`config.mk`:
```
export PLATFORM = sky130hd
export DESIGN_NAME = interval_sort_and_merge_top
export DESIGN_NICKNAME = d
export VERILOG_FILES = /design/src/rtl/ism_pkg.sv /design/src/rtl/interval_sort_and_merge_top.sv /design/src/rtl/ism_front.sv /design/src/rtl/ism_back.sv
export SDC_FILE = /design/constraint.sdc
export NUM_CORES = 2
export LEC_CHECK = 0
export ABC_AREA = 1
export BUFFER_PORTS_ARGS = -buffer_cell sky130_fd_sc_hd__buf_2
export CAP_MARGIN = 10
export CORE_UTILIZATION = 40
export CTS_CLUSTER_SIZE = 24
export DETAILED_ROUTE_END_ITERATION = 6
export MAX_ROUTING_LAYER = met4
export SLEW_MARGIN = 20
export SYNTH_ARGS = -nofsm -noshare
export SYNTH_HDL_FRONTEND = slang
export SYNTH_SLANG_ARGS = --single-unit
```
`constraint.sdc`:
```
create_clock -name clk -period 5.8 [get_ports clk]
set_clock_uncertainty 0.05 [all_clocks]
set_input_delay 0 -clock clk [delete_from_list [all_inputs] [get_ports clk]]
set_output_delay 0 -clock clk [all_outputs]
set_load 0.01 [all_outputs]
```
`src/rtl/ism_pkg.sv`:
```
// Shared constants and types for the interval sort and merge block.
`default_nettype none
package ism_pkg;
  localparam int MaxSegments = 64;
  localparam int IdxW = $clog2(MaxSegments);
  localparam int CntW = $clog2(MaxSegments + 1);
  localparam int PAddrW = 3;
  localparam logic [PAddrW-1:0] RegMergeGap = 3'd0;

  typedef struct packed {
    logic [15:0] tag;
    logic [15:0] start;
    logic [15:0] stop;
  } seg_t;

  // word handed from loader to sorter/merger: one closed set
  typedef struct packed {
    logic [CntW-1:0] count;
    logic            ovf;
  } set_t;
endpackage
`default_nettype wire

```
`src/rtl/interval_sort_and_merge_top.sv`:
```
// Top level: APB register, front loader, back sort/merge engine.
//  channel | signals                                   | role
//  in      | in_valid/in_ready, line_tag..final_item   | segment words
//  out     | out_valid/out_ready, out_line_tag..overflowed | merged words
//  cfg     | psel/penable/pwrite/paddr/pwdata/prdata   | merge_gap at 0x0
// Loading takes one word per cycle; input stalls from set close until the
// engine has placed the last merged word in its output register. The insertion
// sort shifts entries one slot per step through the single store write port
// (O(n^2)); merging reads each sorted entry, then emits each merged word.
// Reset is synchronous and clears control and merge_gap; the store is not cleared.
`default_nettype none
module interval_sort_and_merge_top (
  input  wire         clk,
  input  wire         rst,
  input  wire         in_valid,
  output logic        in_ready,
  input  wire  [15:0] line_tag,
  input  wire  [15:0] seg_start,
  input  wire  [15:0] seg_end,
  input  wire         final_item,
  output logic        out_valid,
  input  wire         out_ready,
  output logic [15:0] out_line_tag,
  output logic [15:0] out_start,
  output logic [15:0] out_end,
  output logic        out_final,
  output logic        overflowed,
  input  wire         psel,
  input  wire         penable,
  input  wire         pwrite,
  input  wire  [ism_pkg::PAddrW-1:0] paddr,
  input  wire  [31:0] pwdata,
  output logic [31:0] prdata,
  output logic        pready
);
  import ism_pkg::*;

  logic [15:0]     merge_gap;
  logic            wr_en, set_valid, set_ready;
  logic [IdxW-1:0] wr_addr;
  seg_t            wr_data, in_seg, out_seg;
  set_t            set_word;

  assign pready = 1'b1;
  assign in_seg = '{tag: line_tag, start: seg_start, stop: seg_end};

  // register write and read
  always_ff @(posedge clk) begin
    if (rst) merge_gap <= '0;
    else if (psel && penable && pwrite && paddr == RegMergeGap) merge_gap <= pwdata[15:0];
  end
  assign prdata = (paddr == RegMergeGap) ? {16'd0, merge_gap} : 32'd0;

  ism_front u_front (
    .clk, .rst, .in_valid, .in_ready, .in_seg, .in_final(final_item),
    .wr_en, .wr_addr, .wr_data, .set_valid, .set_ready, .set_word
  );

  ism_back u_back (
    .clk, .rst, .wr_en, .wr_addr, .wr_data, .set_valid, .set_ready, .set_word,
    .merge_gap, .out_valid, .out_ready, .out_seg, .out_final, .out_ovf(overflowed)
  );

  assign out_line_tag = out_seg.tag;
  assign out_start    = out_seg.start;
  assign out_end      = out_seg.stop;

  // once a closed set is taken, the engine stops accepting sets
  a_set_idle: assert property (@(posedge clk) disable iff (rst)
    set_valid && set_ready |=> !set_ready) else $error("set handoff");
  // no loading while a set waits for the engine
  a_no_load: assert property (@(posedge clk) disable iff (rst)
    set_valid |-> !in_ready) else $error("load during pending set");
  // a stalled result word stays valid and unchanged
  a_out_hold: assert property (@(posedge clk) disable iff (rst)
    out_valid && !out_ready |=> out_valid && $stable(out_start)) else $error("out dropped");
endmodule
`default_nettype wire

```
`src/rtl/ism_front.sv`:
```
// Front end: accepts segment words, writes the store, closes sets into a single-entry hold register.
`default_nettype none
module ism_front (
  input  wire                  clk,
  input  wire                  rst,
  input  wire                  in_valid,
  output logic                 in_ready,
  input  wire  ism_pkg::seg_t  in_seg,
  input  wire                  in_final,
  output logic                 wr_en,
  output logic [ism_pkg::IdxW-1:0] wr_addr,
  output ism_pkg::seg_t        wr_data,
  output logic                 set_valid,
  input  wire                  set_ready,
  output ism_pkg::set_t        set_word
);
  import ism_pkg::*;

  logic [CntW-1:0] count;
  logic            ovf;
  logic            busy;
  logic            set_full;
  logic            acc;

  // One set may be in the store at a time; loading stops once a set closes
  // until the back end has drained it.
  assign in_ready  = !busy && !set_full;
  assign acc       = in_valid && in_ready;
  assign wr_en     = acc && (count < CntW'(MaxSegments));
  assign wr_addr   = count[IdxW-1:0];
  assign wr_data   = in_seg;
  assign set_valid = set_full;

  always_ff @(posedge clk) begin
    if (rst) begin
      count    <= '0;
      ovf      <= 1'b0;
      set_full <= 1'b0;
      busy     <= 1'b0;
    end else begin
      if (set_full && set_ready) begin
        set_full <= 1'b0;
        busy     <= 1'b1;
      end
      if (acc) begin
        if (in_final) begin
          set_word.count <= wr_en ? count + 1'b1 : count;
          set_word.ovf   <= ovf || !wr_en;
          set_full       <= 1'b1;
          count          <= '0;
          ovf            <= 1'b0;
        end else begin
          if (wr_en) count <= count + 1'b1;
          else ovf <= 1'b1;
        end
      end
      if (busy && set_ready && !set_full) busy <= 1'b0;
    end
  end
endmodule
`default_nettype wire

```
`src/rtl/ism_back.sv`:
```
// Back end: stable insertion sort in the store, then merge walk and result output.
`default_nettype none
module ism_back (
  input  wire                  clk,
  input  wire                  rst,
  input  wire                  wr_en,
  input  wire  [ism_pkg::IdxW-1:0] wr_addr,
  input  wire  ism_pkg::seg_t  wr_data,
  input  wire                  set_valid,
  output logic                 set_ready,
  input  wire  ism_pkg::set_t  set_word,
  input  wire  [15:0]          merge_gap,
  output logic                 out_valid,
  input  wire                  out_ready,
  output ism_pkg::seg_t        out_seg,
  output logic                 out_final,
  output logic                 out_ovf
);
  import ism_pkg::*;

  localparam logic [2:0] S_IDLE  = 3'd0;
  localparam logic [2:0] S_RDI   = 3'd1;
  localparam logic [2:0] S_CMP   = 3'd2;
  localparam logic [2:0] S_MRD   = 3'd3;
  localparam logic [2:0] S_MRG   = 3'd4;
  localparam logic [2:0] S_EMIT  = 3'd5;
  localparam logic [2:0] S_LAST  = 3'd6;

  logic [2:0]      state;
  seg_t            mem [MaxSegments];
  seg_t            rd_data;
  logic [IdxW-1:0] rd_addr;
  logic            mwr;
  logic [IdxW-1:0] maddr;
  seg_t            mdata;
  logic [CntW-1:0] n, i, j;
  logic            ovf;
  seg_t            item, cur;
  logic            first;
  logic [16:0]     reach;

  assign reach     = {1'b0, cur.stop} + {1'b0, merge_gap};
  assign set_ready = (state == S_IDLE);

  // Store: one write port (loader or sort shift), one registered read port
  always_ff @(posedge clk) begin
    if (mwr) mem[maddr] <= mdata;
    rd_data <= mem[rd_addr];
  end

  always_comb begin
    mwr = wr_en; maddr = wr_addr; mdata = wr_data;
    if (state == S_CMP) begin
      mwr   = 1'b1;
      mdata = (j != '0 && rd_data.start > item.start) ? rd_data : item;
      maddr = j[IdxW-1:0];
    end
  end

  // first RDI cycle fetches store[i], second fetches store[j-1]
  always_comb begin
    rd_addr = i[IdxW-1:0];
    if (state == S_CMP) rd_addr = j[IdxW-1:0] - 2'd2;
    else if (state == S_RDI && !first && j != '0) rd_addr = j[IdxW-1:0] - 1'b1;
  end

  // Sort: for each i, hold item, shift larger predecessors up one slot.
  // Merge: walk sorted entries, emit when a gap opens and once more at the end.
  always_ff @(posedge clk) begin
    if (rst) begin
      state     <= S_IDLE;
      out_valid <= 1'b0;
    end else begin
      if (out_valid && out_ready && state != S_EMIT && state != S_LAST)
        out_valid <= 1'b0;
      unique case (state)
        S_IDLE: if (set_valid) begin
          n   <= set_word.count;
          ovf <= set_word.ovf;
          i   <= '0;
          if (set_word.count != '0) state <= S_RDI;
          first <= 1'b1;
        end
        S_RDI: begin
          // first cycle: j takes i; second cycle: rd_data holds store[i]
          if (first) begin
            first <= 1'b0;
            j     <= i;
          end else begin
            item  <= rd_data;
            state <= S_CMP;
          end
        end
        S_CMP: begin
          // rd_data holds store[j-1]
          if (j != '0 && rd_data.start > item.start) begin
            j <= j - 1'b1;
          end else begin
            if (i + 1'b1 == n) begin
              i <= '0; state <= S_MRD; first <= 1'b1;
            end else begin
              i <= i + 1'b1; state <= S_RDI; first <= 1'b1;
            end
          end
        end
        S_MRD: begin
          if (first) first <= 1'b0;
          else begin
            cur   <= rd_data;
            i     <= i + 1'b1;
            first <= 1'b1;
            state <= (i + 1'b1 == n) ? S_LAST : S_MRG;
          end
        end
        S_MRG: begin
          if (first) first <= 1'b0;
          else if ({1'b0, rd_data.start} <= reach) begin
            if (rd_data.stop > cur.stop) cur.stop <= rd_data.stop;
            i <= i + 1'b1; first <= 1'b1;
            if (i + 1'b1 == n) state <= S_LAST;
          end else begin
            state <= S_EMIT;
          end
        end
        S_EMIT: if (!out_valid || out_ready) begin
          out_valid <= 1'b1; out_seg <= cur; out_final <= 1'b0; out_ovf <= ovf;
          cur <= rd_data;
          i <= i + 1'b1; first <= 1'b1;
          state <= (i + 1'b1 == n) ? S_LAST : S_MRG;
        end
        S_LAST: if (!out_valid || out_ready) begin
          out_valid <= 1'b1; out_seg <= cur; out_final <= 1'b1; out_ovf <= ovf;
          state <= S_IDLE;
        end
        default: state <= S_IDLE;
      endcase
    end
  end
endmodule
`default_nettype wire
```
==> run metrics <==
post-synth cell types 44; fmax 213 MHz; Clock Tree Root clkbuf_16; total core area 363000 µm²; vias in the first global route 92500; Post-synth EDFFs 3249; Starting Density 0.403; post-synthesis sequential area ratio 0.679; ys async rst share 0; Worst setup SP type flip-flop; maximum vdd drop 0.000835 V; Fin. Hold Viols 0; crit-path max FO 34; Ys Warns 0; synthesized area per cell 11.2 µm²; pin count of the biggest net entering global routing 184; Worst-Margin Slew 1.20 ns; RSZ-0062 raised after global routing false; first-pass GRT wire length 634000 µm; initial antenna violation count 15; CTS HTree Levels 5; DRT Wirelength 436000 µm; Hold Slack 0.0159 ns; initial DRC count 11300; via count 99400; CTS sink count 3327; port bufs 142; number of max-cap violations 0; die height 606 µm; final critical-path required period 4.69 ns; Placer Congestion 0.819; DRT Pass-1 Iters 6; Vias/cell 5.47; final setup TNS 0 ns; # rows 221; aggregate global routing overflow 0; Die ar. 368000 µm²; Setup Viol. Count Final 0; prevailing post-synth register cell edfxtp_1; Post-DRT Antenna Nets 0; status finished, final reports clean; Mapped Cells 13000; Filler cells 32500; leak pwr 0.0636 µW; Nets 13300; IO Pins 176; post-DP HPWL 217000 µm; Area Growth Syn to Fin 13.3%; Die W 606 µm; Clk pin slew, worst setup/hold paths 0.06 ns; CTS Buf Count 339; worst hold path class input pin to flip-flop; power per cell area 535 nW/µm²; Critical Path End Type flip-flop; flops & latches, synth 3327; overall global routing resource usage 0.239; TritonCTS clock tree yes; clock latency on the worst-skew pair 0.93 ns; postcts setup bufs 0; Mapped Area 146000 µm²; layout cells sized above 1 0.0804; WL/cell 24.0 µm; most common cell after layout, fill and taps aside nand3_1; crit path DAT 5.14 ns; # DRC 0; CTS Buffer Depth 4; Rel. slew slack 0.198; Final Cycle Share 0.808; Setup CP Type flip-flop to flip-flop; Required @ worst endpoint 6.25 ns; most frequent cells in the layout nand3_1, edfxtp_1, nand2_1; Max Slew Vio Count 0
synth_stat cells, drive strengths merged, types with 5 or more instances:
cell / number / share of area
nand2: 2006 / 0.052
ha: 70 / 0.0060
nand4: 41 / 0.0018
a21oi: 62 / 0.0022
buf: 620 / 0.021
xor2: 23 / 0.0014
a31oi: 5 / 0.00032
o221ai: 16 / 0.00096
nor2: 143 / 0.0037
nand3: 3329 / 0.11
clkbuf: 264 / 0.0068
nand3b: 1150 / 0.059
nor3: 21 / 0.00072
dfxtp: 78 / 0.011
inv: 1870 / 0.048
edfxtp: 3249 / 0.67
xnor2: 10 / 0.00060
o21ai: 48 / 0.0017
stage by stage:
step / instances / utilization / total power, µW / worst slack (ns) / area, µm²
after floorplan: 13000 / - / 53500 / 0.235 / 146000
after global placement: 17400 / 0.424 / 66900 / 1.22 / 154000
after detailed placement: 17400 / 0.424 / 67200 / 1.27 / 154000
after CTS: 18200 / 0.456 / 88400 / 1.22 / 165000
after global routing: 18200 / 0.456 / 92700 / 0.906 / 165000
final: 18200 / 0.456 / 88600 / 1.11 / 165000
where the power goes:
| part | total [µW] | switching, µW | internal [µW] |
|---|---|---|---|
| Clock | 21200 | 9170 | 12100 |
| Combinational | 36600 | 27100 | 9470 |
| Sequential | 30700 | 624 | 30100 |
| Total | 88600 | 36900 | 51600 |
cell families (layout without fill, tap and decap cells):
kind of cell	after synthesis	after routing	synth area share
adder cells (fa/ha/maj)	71	71	0.00613
AO/OA/AOI/OAI	149	149	0.00612
other	2	33	0.0000514
AND/OR/NAND/NOR	6694	6694	0.231
XOR/XNOR	33	33	0.00198
flip-flops	3327	3327	0.679
buffers and inverters	2754	3068	0.0757
sequential cells by signal, summed over array words and instances (netlist names), 8 cells and up:
register	count
u_back.mem	3072
u_back.cur	48
u_back.item	48
u_back.out_seg	48
u_back.rd_data	48
merge_gap	16
u_front.set_word	8
final cells by class:
cell class / instances / area (µm²) / area share
flip-flops and latches: 3327 / 99100 / 0.599
multi-input cells: 6964 / 37000 / 0.223
clock buffers: 445 / 9150 / 0.0553
inverters: 1870 / 7050 / 0.0426
well taps: 4794 / 6000 / 0.0362
repair buffers: 588 / 5770 / 0.0349
clock inverters: 165 / 1390 / 0.00842
diodes: 16 / 40.0 / 0.000242
repair_timing:
item	in CTS	in global routing
resized for setup	0	0
endpoints found under the hold margin	2241	0
hold buffers	118	0
final timing paths:
kind / start / endpoint / slack (ns) / depth (start not counted)
hold / removal: seg_start[14] / u_back.mem[42][30] / 0.02 / 4
setup / recovery: u_back.state[1] / u_back.mem[8][35] / 1.11 / 9
setup reg to reg: u_back.state[1] / u_back.mem[8][35] / 1.11 / 9
hold reg to reg: u_back.cur[40] / u_back.out_seg[40] / 0.37 / 0
critical path, cell delays in order, from the launching register on:
cell and delay (ns):
dfxtp_1 0.45, nand3_4 0.40, inv_2 0.69, nand2_8 0.38, o21ai_2 0.34, inv_1 0.19
nor3_1 0.25, nand2_1 0.49, nor2_4 0.23, buf_4 0.67
layer usage:
| metal | part of all wire | global-route usage |
|---|---|---|
| met1 | 0.42 | 0.325 |
| met2 | 0.46 | 0.374 |
| met3 | 0.081 | 0.0306 |
| met4 | 0.032 | 0.0757 |
| met5 | 0 | - |
Power figures use the tool's default switching activity.
